--- config.mk ---
export PLATFORM = sky130hd
export DESIGN_NAME = sprite_blit_alpha_compositor
export DESIGN_NICKNAME = d
export VERILOG_FILES = /design/src/sv/sba_pkg.sv /design/src/sv/sba_front.sv /design/src/sv/sba_queue.sv /design/src/sv/sba_back.sv /design/src/sv/sprite_blit_alpha_compositor.sv
export SDC_FILE = /design/constraint.sdc
export NUM_CORES = 2
export LEC_CHECK = 0
export BUFFER_PORTS_ARGS = -buffer_cell sky130_fd_sc_hd__buf_2
export CAP_MARGIN = 0
export CORE_UTILIZATION = 60
export DETAILED_ROUTE_END_ITERATION = 8
export GPL_ROUTABILITY_DRIVEN = 0
export PLACE_DENSITY = 0.78
export SYNTH_ARGS = -nofsm -noshare
export SYNTH_HDL_FRONTEND = slang
export SYNTH_SLANG_ARGS = --single-unit
--- constraint.sdc ---
create_clock -name i_clk -period 10.4 [get_ports i_clk]
set_input_delay 2.08 -clock i_clk [delete_from_list [all_inputs] [get_ports i_clk]]
set_output_delay 2.08 -clock i_clk [all_outputs]
set_load 0.02 [all_outputs]
--- src/sv/sba_pkg.sv ---
// shared types, constants and register codes for the sprite blit alpha compositor
package sba_pkg;

    // fixed field widths
    localparam int SBA_ADDR_W   = 24;
    localparam int SBA_WORD_W   = 32;
    localparam int SBA_RUN_W    = 24;
    localparam int SBA_CFG_W    = 24;
    localparam int SBA_CFG_IDX_W = 3;
    localparam int SBA_ALPHA_W  = 9;
    localparam int SBA_SIZE_W   = 13;
    localparam int SBA_DSTR_W   = 13;
    localparam int SBA_SSTR_W   = 16;

    // parameter defaults
    localparam int SBA_MAX_SPAN = 4096;
    localparam int SBA_Q_DEPTH  = 2;

    // register indexes
    localparam logic [SBA_CFG_IDX_W-1:0] CFG_ALPHA_LEVEL = 3'd0;
    localparam logic [SBA_CFG_IDX_W-1:0] CFG_ROW_PIXELS  = 3'd1;
    localparam logic [SBA_CFG_IDX_W-1:0] CFG_ROW_COUNT   = 3'd2;
    localparam logic [SBA_CFG_IDX_W-1:0] CFG_DEST_START  = 3'd3;
    localparam logic [SBA_CFG_IDX_W-1:0] CFG_DEST_STRIDE = 3'd4;
    localparam logic [SBA_CFG_IDX_W-1:0] CFG_SRC_START   = 3'd5;
    localparam logic [SBA_CFG_IDX_W-1:0] CFG_SRC_STRIDE  = 3'd6;

    // register reset values
    localparam logic [SBA_ALPHA_W-1:0] SBA_ALPHA_RST = 9'd256;

    // pixel constants
    localparam logic [7:0]            SBA_SKIP_TAG = 8'hFF;
    localparam logic [SBA_WORD_W-1:0] SBA_NIB_MASK = 32'h000F0F0F;
    localparam logic [SBA_WORD_W-1:0] SBA_OPAQUE   = 32'hFF000000;
    localparam logic [7:0]            SBA_FULL8    = 8'hFF;

    // input item
    typedef struct packed {
        logic [SBA_WORD_W-1:0] src_word;
        logic [SBA_WORD_W-1:0] dest_word;
    } t_sba_in;

    // result item
    typedef struct packed {
        logic                  write_enable;
        logic [SBA_ADDR_W-1:0] write_address;
        logic [SBA_WORD_W-1:0] write_data;
        logic [SBA_ADDR_W-1:0] next_src_address;
        logic [SBA_ADDR_W-1:0] next_dest_address;
        logic                  last_pixel;
    } t_sba_out;

    // classified item waiting for the blend stage
    typedef struct packed {
        logic                  write;
        logic                  fast;
        logic [7:0]            k;
        logic [7:0]            inv;
        logic [SBA_WORD_W-1:0] src_word;
        logic [SBA_WORD_W-1:0] dest_word;
        logic [SBA_ADDR_W-1:0] write_address;
        logic [SBA_ADDR_W-1:0] next_src_address;
        logic [SBA_ADDR_W-1:0] next_dest_address;
        logic                  last_pixel;
    } t_sba_job;

    // queue status
    typedef struct packed {
        logic not_empty;
        logic full;
    } t_sba_qstat;

endpackage

--- src/sv/sba_front.sv ---
// front end: config registers, rectangle walk, skip runs and blend factors
module sba_front import sba_pkg::*; #(
    parameter int MAX_SPAN = SBA_MAX_SPAN
) (
    input  logic                     i_clk,
    input  logic                     i_rst_n,
    input  logic                     i_cfg_we,
    input  logic [SBA_CFG_IDX_W-1:0] i_cfg_index,
    input  logic [SBA_CFG_W-1:0]     i_cfg_data,
    input  logic                     i_in_valid,
    input  t_sba_in                  i_in_data,
    input  t_sba_qstat               i_qstat,
    output logic                     o_in_stall,
    output logic                     o_push,
    output t_sba_job                 o_job
);

    localparam int CNT_W = $clog2(MAX_SPAN + 1);
    localparam int CMP_W = (CNT_W > SBA_SIZE_W) ? CNT_W : SBA_SIZE_W;

    // config registers
    logic [SBA_ALPHA_W-1:0] r_alpha;
    logic [SBA_SIZE_W-1:0]  r_row_pixels;
    logic [SBA_SIZE_W-1:0]  r_row_count;
    logic [SBA_ADDR_W-1:0]  r_dest_start;
    logic [SBA_DSTR_W-1:0]  r_dest_stride;
    logic [SBA_ADDR_W-1:0]  r_src_start;
    logic [SBA_SSTR_W-1:0]  r_src_stride;

    // walk state
    logic                  r_busy;
    logic [SBA_ADDR_W-1:0] r_cur_dst;
    logic [SBA_ADDR_W-1:0] r_cur_src;
    logic [CNT_W-1:0]      r_pix_left;
    logic [SBA_SIZE_W-1:0] r_rows_left;

    logic [CNT_W-1:0]      eff_rp;
    logic [SBA_SIZE_W-1:0] eff_rows;
    logic [SBA_ADDR_W-1:0] w_cur_dst, w_cur_src;
    logic [CNT_W-1:0]      w_pix;
    logic [SBA_SIZE_W-1:0] w_rows;
    logic [CNT_W-1:0]      room, adv;
    logic [SBA_RUN_W-1:0]  run;
    logic                  is_skip, run_ge, row_end, last;
    logic [SBA_ADDR_W-1:0] step_dst, step_src, next_dst, next_src;
    logic [15:0]           k_prod, sa_prod;
    logic [7:0]            sa;

    assign o_in_stall = i_qstat.full;
    assign o_push     = i_in_valid && !i_qstat.full;

    // config write port
    always_ff @(posedge i_clk) begin
        if (!i_rst_n) begin
            r_alpha       <= SBA_ALPHA_RST;
            r_row_pixels  <= SBA_SIZE_W'(1);
            r_row_count   <= SBA_SIZE_W'(1);
            r_dest_start  <= '0;
            r_dest_stride <= SBA_DSTR_W'(1);
            r_src_start   <= '0;
            r_src_stride  <= SBA_SSTR_W'(1);
        end else if (i_cfg_we) begin
            unique case (i_cfg_index)
                CFG_ALPHA_LEVEL: r_alpha       <= i_cfg_data[SBA_ALPHA_W-1:0];
                CFG_ROW_PIXELS:  r_row_pixels  <= i_cfg_data[SBA_SIZE_W-1:0];
                CFG_ROW_COUNT:   r_row_count   <= i_cfg_data[SBA_SIZE_W-1:0];
                CFG_DEST_START:  r_dest_start  <= i_cfg_data[SBA_ADDR_W-1:0];
                CFG_DEST_STRIDE: r_dest_stride <= i_cfg_data[SBA_DSTR_W-1:0];
                CFG_SRC_START:   r_src_start   <= i_cfg_data[SBA_ADDR_W-1:0];
                CFG_SRC_STRIDE:  r_src_stride  <= i_cfg_data[SBA_SSTR_W-1:0];
                default: ;
            endcase
        end
    end

    // row width and row count with zero taken as one, row width clamped to the span limit
    always_comb begin
        if (r_row_pixels == '0) begin
            eff_rp = CNT_W'(1);
        end else if (CMP_W'(r_row_pixels) > CMP_W'(MAX_SPAN)) begin
            eff_rp = CNT_W'(MAX_SPAN);
        end else begin
            eff_rp = CNT_W'(r_row_pixels);
        end
        eff_rows = (r_row_count == '0) ? SBA_SIZE_W'(1) : r_row_count;
    end

    // working values, loaded from the registers at blit start
    assign w_cur_dst = r_busy ? r_cur_dst   : r_dest_start;
    assign w_cur_src = r_busy ? r_cur_src   : r_src_start;
    assign w_pix     = r_busy ? r_pix_left  : eff_rp;
    assign w_rows    = r_busy ? r_rows_left : eff_rows;

    // skip run clamped to the row end
    assign is_skip = (i_in_data.src_word[31:24] == SBA_SKIP_TAG);
    assign run     = i_in_data.src_word[SBA_RUN_W-1:0];
    assign room    = w_pix - CNT_W'(1);
    assign run_ge  = (run >= SBA_RUN_W'(room));
    assign adv     = is_skip ? ((run_ge ? room : CNT_W'(run)) + CNT_W'(1)) : CNT_W'(1);
    assign row_end = (w_pix == CNT_W'(1)) || (is_skip && run_ge);
    assign last    = row_end && (w_rows == SBA_SIZE_W'(1));

    // next addresses: step within a row, step over to the next row, or rewind
    assign step_dst = w_cur_dst + SBA_ADDR_W'(adv);
    assign step_src = w_cur_src + SBA_ADDR_W'(adv);
    always_comb begin
        priority if (!row_end) begin
            next_dst = step_dst;
            next_src = step_src;
        end else if (last) begin
            next_dst = r_dest_start;
            next_src = r_src_start;
        end else begin
            next_dst = step_dst + SBA_ADDR_W'(r_dest_stride) - SBA_ADDR_W'(eff_rp);
            next_src = step_src + SBA_ADDR_W'(r_src_stride) - SBA_ADDR_W'(eff_rp);
        end
    end

    // walk state update per transfer
    always_ff @(posedge i_clk) begin
        if (!i_rst_n) begin
            r_busy      <= 1'b0;
            r_cur_dst   <= '0;
            r_cur_src   <= '0;
            r_pix_left  <= '0;
            r_rows_left <= '0;
        end else if (o_push) begin
            r_busy      <= !last;
            r_cur_dst   <= next_dst;
            r_cur_src   <= next_src;
            r_pix_left  <= row_end ? eff_rp : (w_pix - adv);
            r_rows_left <= row_end ? (w_rows - SBA_SIZE_W'(1)) : w_rows;
        end
    end

    // q0.8 blend factors for the partial alpha path
    assign k_prod  = 16'(SBA_FULL8) * 16'(r_alpha[7:0]);
    assign sa_prod = 16'(SBA_FULL8 - i_in_data.src_word[31:24]) * 16'(r_alpha[7:0]);
    assign sa      = sa_prod[15:8];

    // classified item
    always_comb begin
        o_job.write             = !is_skip;
        o_job.fast              = r_alpha[SBA_ALPHA_W-1];
        o_job.k                 = k_prod[15:8];
        o_job.inv               = SBA_FULL8 - sa;
        o_job.src_word          = i_in_data.src_word;
        o_job.dest_word         = i_in_data.dest_word;
        o_job.write_address     = w_cur_dst;
        o_job.next_src_address  = next_src;
        o_job.next_dest_address = next_dst;
        o_job.last_pixel        = last;
    end

endmodule

--- src/sv/sba_queue.sv ---
// short queue between the front end and the blend stage
module sba_queue import sba_pkg::*; #(
    parameter int DEPTH = SBA_Q_DEPTH
) (
    input  logic       i_clk,
    input  logic       i_rst_n,
    input  logic       i_push,
    input  t_sba_job   i_job,
    input  logic       i_pop,
    output t_sba_job   o_job,
    output t_sba_qstat o_stat
);

    localparam int PTR_W = (DEPTH > 1) ? $clog2(DEPTH) : 1;
    localparam int CNT_W = $clog2(DEPTH + 1);

    t_sba_job         r_mem [DEPTH];
    logic [PTR_W-1:0] r_wr, r_rd;
    logic [CNT_W-1:0] r_count;

    // entry storage
    always_ff @(posedge i_clk) begin
        if (i_push) begin
            r_mem[r_wr] <= i_job;
        end
    end

    // pointers and fill count
    always_ff @(posedge i_clk) begin
        if (!i_rst_n) begin
            r_wr    <= '0;
            r_rd    <= '0;
            r_count <= '0;
        end else begin
            if (i_push) begin
                r_wr <= (r_wr == PTR_W'(DEPTH - 1)) ? '0 : r_wr + PTR_W'(1);
            end
            if (i_pop) begin
                r_rd <= (r_rd == PTR_W'(DEPTH - 1)) ? '0 : r_rd + PTR_W'(1);
            end
            if (i_push && !i_pop) begin
                r_count <= r_count + CNT_W'(1);
            end else if (i_pop && !i_push) begin
                r_count <= r_count - CNT_W'(1);
            end
        end
    end

    assign o_job            = r_mem[r_rd];
    assign o_stat.not_empty = (r_count != '0);
    assign o_stat.full      = (r_count == CNT_W'(DEPTH));

    // fill count stays in range and tracks transfers
    a_count_range: assert property (@(posedge i_clk) disable iff (!i_rst_n)
        r_count <= CNT_W'(DEPTH))
        else $error("queue count out of range");

    a_count_up: assert property (@(posedge i_clk) disable iff (!i_rst_n)
        (i_push && !i_pop) |=> (r_count == $past(r_count) + CNT_W'(1)))
        else $error("queue count missed a push");

    a_count_down: assert property (@(posedge i_clk) disable iff (!i_rst_n)
        (i_pop && !i_push) |=> (r_count == $past(r_count) - CNT_W'(1)))
        else $error("queue count missed a pop");

endmodule

--- src/sv/sba_back.sv ---
// blend stage: pixel blend and the output register
module sba_back import sba_pkg::*; (
    input  logic       i_clk,
    input  logic       i_rst_n,
    input  t_sba_job   i_job,
    input  t_sba_qstat i_qstat,
    input  logic       i_out_stall,
    output logic       o_pop,
    output logic       o_out_valid,
    output t_sba_out   o_out_data
);

    logic                  r_out_valid;
    t_sba_out              r_out;
    logic [23:0]           fast_prod;
    logic [SBA_WORD_W-1:0] fast_sum, fast_px, slow_px, n_data;
    logic [16:0]           ch_sum [3];

    // take the queue head when the output register is free or draining
    assign o_pop = i_qstat.not_empty && (!r_out_valid || !i_out_stall);

    // premultiplied nibble path with wrapping add
    assign fast_prod = i_job.dest_word[27:4] & SBA_NIB_MASK[23:0];
    assign fast_sum  = i_job.src_word + SBA_WORD_W'(fast_prod * i_job.src_word[31:28]);
    assign fast_px   = fast_sum | SBA_OPAQUE;

    // partial alpha path, channel results ORed so carries spill upward
    always_comb begin
        slow_px = SBA_OPAQUE;
        for (int ch = 0; ch < 3; ch++) begin
            ch_sum[ch] = 17'(i_job.k * i_job.src_word[8*ch +: 8])
                       + 17'(i_job.inv * i_job.dest_word[8*ch +: 8]);
            slow_px = slow_px | (SBA_WORD_W'(ch_sum[ch][16:8]) << (8 * ch));
        end
    end

    assign n_data = !i_job.write ? '0 : (i_job.fast ? fast_px : slow_px);

    // output register
    always_ff @(posedge i_clk) begin
        if (!i_rst_n) begin
            r_out_valid <= 1'b0;
        end else if (o_pop) begin
            r_out_valid <= 1'b1;
        end else if (!i_out_stall) begin
            r_out_valid <= 1'b0;
        end
    end

    always_ff @(posedge i_clk) begin
        if (o_pop) begin
            r_out.write_enable      <= i_job.write;
            r_out.write_address     <= i_job.write_address;
            r_out.write_data        <= n_data;
            r_out.next_src_address  <= i_job.next_src_address;
            r_out.next_dest_address <= i_job.next_dest_address;
            r_out.last_pixel        <= i_job.last_pixel;
        end
    end

    assign o_out_valid = r_out_valid;
    assign o_out_data  = r_out;

endmodule

--- src/sv/sprite_blit_alpha_compositor.sv ---
// top level of the sprite blit alpha compositor
//
// Walks a clipped sprite rectangle one pixel per input transfer. Each input
// transfer carries the source word and the destination word at the addresses
// announced by the previous result; the first transfer after idle starts a
// blit at the programmed start addresses. Each input transfer yields exactly
// one result transfer: the write (if any), its address, the blended pixel,
// the next source and destination addresses and a last-pixel flag.
// A source word with top byte 0xFF skips a run of pixels, clamped to the row
// end, and writes nothing.
// Throughput: one item per cycle while the receiver does not stall, set by the
// front end's address and counter update, which finishes one item per cycle.
// Each item is registered in the queue, then in the output register. When the
// receiver stalls, the output register holds, the two-entry queue fills, and
// then o_in_stall rises until the receiver takes a result.
// Reset (synchronous, active low) clears the walk state, empties the queue and
// returns the registers to their reset values. The user must write registers
// through the plain write port while the block is idle; no check enforces it.
module sprite_blit_alpha_compositor import sba_pkg::*; #(
    parameter int MAX_SPAN = SBA_MAX_SPAN,
    parameter int Q_DEPTH  = SBA_Q_DEPTH
) (
    input  logic                     i_clk,
    input  logic                     i_rst_n,
    input  logic                     i_cfg_we,
    input  logic [SBA_CFG_IDX_W-1:0] i_cfg_index,
    input  logic [SBA_CFG_W-1:0]     i_cfg_data,
    input  logic                     i_in_valid,
    output logic                     o_in_stall,
    input  t_sba_in                  i_in_data,
    output logic                     o_out_valid,
    input  logic                     i_out_stall,
    output t_sba_out                 o_out_data
);

    logic       push, pop;
    t_sba_job   front_job, head_job;
    t_sba_qstat qstat;

    // front end: walk and classify
    sba_front #(
        .MAX_SPAN(MAX_SPAN)
    ) u_front (
        .i_clk      (i_clk),
        .i_rst_n    (i_rst_n),
        .i_cfg_we   (i_cfg_we),
        .i_cfg_index(i_cfg_index),
        .i_cfg_data (i_cfg_data),
        .i_in_valid (i_in_valid),
        .i_in_data  (i_in_data),
        .i_qstat    (qstat),
        .o_in_stall (o_in_stall),
        .o_push     (push),
        .o_job      (front_job)
    );

    // decoupling queue
    sba_queue #(
        .DEPTH(Q_DEPTH)
    ) u_queue (
        .i_clk  (i_clk),
        .i_rst_n(i_rst_n),
        .i_push (push),
        .i_job  (front_job),
        .i_pop  (pop),
        .o_job  (head_job),
        .o_stat (qstat)
    );

    // blend stage and output register
    sba_back u_back (
        .i_clk      (i_clk),
        .i_rst_n    (i_rst_n),
        .i_job      (head_job),
        .i_qstat    (qstat),
        .i_out_stall(i_out_stall),
        .o_pop      (pop),
        .o_out_valid(o_out_valid),
        .o_out_data (o_out_data)
    );

endmodule
Yosys cells after proc, flatten, opt, wreduce, memory -nomap -nowiden
Memories as Yosys holds them, arrays and structs flattened. A register that Yosys moved wholly into a read port is not among the register bits.
Index checks and enable logic that the tools add are counted.

storage, ports and cells
  output and inout bits = 108
  memory bits (writable) = 310
  register bits = 298
  memories = 1
  bits of input ports = 96

cells by class
  $lt $le $gt $ge = 2
  bitwise logic cells = 2
  add/sub/neg operators = 20
  reductions and logical operators = 27
  multiplexer cells = 26
  multiply operators = 9
  equal/unequal tests = 11

memories
  name           depth  bits a word  rd ports  clocked after Yosys merged registers in  wr ports  line             source
  u_queue.r_mem  2      155          1         1                                        1         sba_queue.sv:17  t_sba_job r_mem [DEPTH];

operator list
  operator                                               count
  2-to-1 mux 24 bit                                      6
  2-to-1 mux 13 bit                                      9
  multiplier 8 x 8 -> 16 bit                             6
  adder 24 x 13 -> 24 bit                                3
  adder 16 x 16 -> 17 bit                                3
  subtractor 24 x 13 -> 24 bit                           2
  2-to-1 mux 32 bit                                      1
  OR 32 x 17 -> 32 bit                                   1
  OR 32 x 25 -> 32 bit                                   1
  equality test 13 x 1 -> 1 bit, second input constant   2
  logical NOT 13 bit                                     2
  subtractor 13 x 1 -> 13 bit, second input constant     2
  adder 24 x 16 -> 24 bit                                1
  adder 24 bit                                           1
  >= comparator 24 x 13 -> 1 bit                         1
  multiplier 20 x 4 -> 24 bit                            1
  multiplier 16 x 8 -> 16 bit                            1
  multiplier 8 x 8 -> 16 bit, first input constant       1
  AND reduction 2 bit                                    7
  adder 13 x 1 -> 13 bit, second input constant          1
  greater-than comparator 13 bit, second input constant  1
  subtractor 13 bit                                      1
  equality test 3 bit, second input constant             3
  subtractor 8 x 8 -> 9 bit, first input constant        1
  16 further kinds                                       39

Longest topological paths before layout
  depth after elaboration = 14
  gate-level depth with buffers = 45
  mapped depth without buffers = 42

Modules after synthesis
A second synthesis with hierarchy kept.

second synthesis, totals
  cell total of the unflattened synthesis = 4984
  area, all modules = 49092.1 µm²

by module, submodules not included
  module     area each (µm²)  cells an instance  instances  sequential area each (µm²)
  sba_front  19107.1          2553               1          3743.6
  sba_back   18517.8          1927               1          2992.9
  sba_queue  11467.2          504                1          9409.0

Worst setup path after synthesis
Ideal clock, no wire load.

  path kind = input port to flip-flop
  start point = in i_in_valid
  end point = mem u_queue.r_mem[0][0] (netlist bit), enable pin
  buffers on the path = 2
  data required time = 9.752 ns
  slack = 1.225 ns
  arrival = 8.527 ns
  stages = 4
  library setup time = 0.648 ns
  cell sequence = nand2_1 clkbuf_1 clkbuf_1 nor2_1

between the ends
  longest elaborated chain between the ends = 3

RTL lines
  element                                 line                                source
  start: declaration                      sprite_blit_alpha_compositor.sv:28  input logic i_in_valid,
  logical AND 1 bit                       sba_front.sv:50                     assign o_push = i_in_valid && !i_qstat.full;
  2-to-1 mux 1 bit                        sba_queue.sv:23                     if (i_push) begin
  2-to-1 mux 1 bit (not written as such)  sba_queue.sv:24                     r_mem[r_wr] <= i_job;
  end: declaration                        sba_queue.sv:17

No other way between the ends.

==> summary.md <==
| Metric | Value |
|---|---|
| Fillcell total | approximately 5.9k |
| Hold depth | 2 |
| R2R depth | 39 |
| Syn Area/Cell | between 9 and 10 µm² |
| Final #Nets | roughly 5.8k |
| CP peak stage delay | 0.57 ns |
| Capturing element type of the critical path | flop |
| Aggregate global-route resource usage | 0.323 |
| HP Class | flop to flop |
| TritonRoute pass-1 iters | 6 |
| Core Region | roughly 76000 µm² |
| Min Hold Slack | about 0.46 ns |
| Final max-slew violation count | 0 |
| # DRC | 0 |
| Clk buf depth | 3 |
| First-pass GRT wire length | between 150 and 200 mm |
| Final non-filler cell area | 50900 µm² |
| Dpl hpwl | 93.4 mm |
| Synth Register Bits | around 580 |
| M3 GR Usage | 0.0466 |
| Skew final | ~0.051 ns |
| TNS Setup | 0 ns |
| Final period util | 0.957 |
| Synth Cell Area | about 47000 µm² |
| IO buf count | between 150 and 200 |
| Drt first-iter violations | 3312 |
| CP max stage cell | a2111oi_1 |
| Crit path max fanout | 10 |
| Drt via density | about 6 |
| Worst-margin pin slew | between 1 and 1.5 ns |
| Clock edge transition at the registers on the reported setup and hold paths | about 0.07 ns |
| Cell repeated most along the worst path | ha_1 |
| Ys async rst share | 0 |
| GR Layer Usage met1 | 0.412 |
| Share of cells above drive strength 1 | 0.120 |
| Sequential fraction of the synthesis area | 0.330 |
| Cts bufs inserted | a little under 60 |
| Height of the die | 281 µm |
| CTS Sinks | just under 600 |
| Worst skew pair latency | ~0.67 ns |
| H-tree Lvls | 2 |
| Initial core utilization | 0.611 |
| Max frequency | between 100 and 150 MHz |
| Gate Count Post-Synth | around 4.7k |
| Layout Area Growth over Synthesis | 9.06% |
| WL/cell | between 20 and 25 µm |
| Synth warnings | 0 |
| Status | finished clean |
| Met2 GRT Util | 0.542 |
| Die width | 281 µm |
| Largest net degree at the start of global routing | roughly 140 |
| DRT Wirelength | roughly 130 mm |
| Worst path required time | 10.75 ns |
| Initial antenna violation count | 9 |
| CTS tree | yes |
| Worst slack, placed | ~0.18 ns |
| # IOs | ~200 |
| Max Cap Viol | 0 |
| Synth Net Count | 5645 |
| Fin crit period | between 9 and 10 ns |
| CTS root buf | clkbuf_16 |
| Number of global-route vias before repair | approximately 35k |
| Worst setup margin | 0.450 ns |
| Dominant synthesized flop cell | edfxtp_1 |
| Final ANT Viol Nets | 0 |
| EDFF count, synth | ~390 |
| Crit start category | flop |
| Hold-fix buffers, CTS | 0 |
| Setup violators final | 0 |
| Number of hold violations in the final report | 0 |
| WS Path Type | flop to flop |
| Row cnt | roughly 100 |
| Total grt overflow | 0 |
| Post-DP Area | between 40000 and 50000 µm² |
| Top Usage Layer GRT | met2 |
| Unique cell type count in the Yosys netlist | around 100 |
| Slew HR | 0.225 |
| WP data arrival | 10.30 ns |
| Vias | roughly 35k |
| Die ar. | ~79000 µm² |
-- final timing paths --
kind | from | end | slack [ns]
setup / recovery | u_front.r_row_pixels[4]$_SDFFE_PN0P_ | u_queue.r_mem[1][24]$_DFFE_PP_ | 0.45
hold / removal | u_front.r_cur_src[8]$_SDFFE_PN0P_ | u_front.r_cur_src[8]$_SDFFE_PN0P_ | 0.46
setup reg to reg | u_front.r_row_pixels[4]$_SDFFE_PN0P_ | u_queue.r_mem[1][24]$_DFFE_PP_ | 0.45
hold reg to reg | u_front.r_cur_src[8]$_SDFFE_PN0P_ | u_front.r_cur_src[8]$_SDFFE_PN0P_ | 0.46
-- critical path: cells and delay by family, from the launching register on --
kind | cells | cell delay [ns]
buf+inv | 1 | 0.16
compound gates | 18 | 4.07
flops | 1 | 0.44
xor+xnor | 3 | 0.69
mux | 1 | 0.29
simple gates | 10 | 1.91
fa+ha+maj | 6 | 2.06
-- synth_stat cells, drive strengths merged, types with 101 or more instances --
library cell	number	share of area
mux2	151	0.037
edfxtp	385	0.25
clkbuf	110	0.0089
xnor2	101	0.019
nor2	415	0.033
a21oi	277	0.030
nand2	602	0.048
inv	631	0.051
o21ai	117	0.013
ha	418	0.11
dfxtp	193	0.083
fa	391	0.17
-- cells in the final DEF (no fill, tap or decap), types with 54 or more instances in the layout --
cell type	netlist	routed
inv_1	630	628
nand2_1	602	601
ha_1	418	418
nor2_1	414	413
fa_1	391	391
edfxtp_1	385	385
a21oi_1	276	276
buf_2	20	195
dfxtp_1	193	191
mux2_2	150	150
o21ai_0	101	101
xnor2_1	100	99
mux2i_1	88	81
xor2_1	73	73
nand3_1	70	70
buf_4	10	69
nand2b_1	65	65
clkbuf_16	0	59
nor2b_1	54	54
-- through the flow --
stage / std cells / utilization
CTS: 5987 / 0.665
global route: 5992 / 0.666
floorplan: 4740 / -
detailed placement: 5877 / 0.640
global placement: 5877 / 0.640
finish: 5994 / 0.666
-- sequential cells by signal, summed over array words and instances, names as in the netlist, 16 cells and up, named ones only --
name and count:
u_queue.r_mem 286, u_front.r_dest_start 24, u_front.r_cur_src 24, u_front.r_src_stride 16, u_back.o_out_data 99, u_front.r_src_start 24, u_front.r_cur_dst 24
-- per-layer routing --
metal  vias to the layer above  routed length (µm)  part of all wire
met2                      1589               59400              0.47
met5                         -                   0                 0
met4                         0                6830             0.054
met3                       371               10800             0.086
li1                      16200                   -                 -
met1                     17300               48900              0.39
-- cell families after synthesis --
kind of cell | share of synthesized area
adders and majority gates | 0.280
AOI/OAI and AO/OA | 0.0982
muxes | 0.0564
and+or+nand+nor | 0.137
buffers and inverters | 0.0655
xor gates and xnor gates | 0.0328
DFF | 0.330
-- repair_timing --
item                                    CTS  global route
setup buffers                             0             1
endpoints found under the setup margin    0            21
gates resized for setup                   0             6
-- area by class of cell --
cell class / count / area [µm²] / share of cell area
well taps: 1030 / 1290 / 0.0253
clock buffers: 81 / 1620 / 0.0318
inverters: 631 / 2370 / 0.0466
clock inverters: 29 / 335 / 0.00659
multi-input cells: 3373 / 28300 / 0.556
repair buffers: 266 / 1530 / 0.0301
diodes: 6 / 15.0 / 0.000295
flip-flops and latches: 578 / 15400 / 0.303
Power is left out: the tool's default activity adds up to more than one toggle a clock period on the data nets, which glitch-free logic cannot reach.
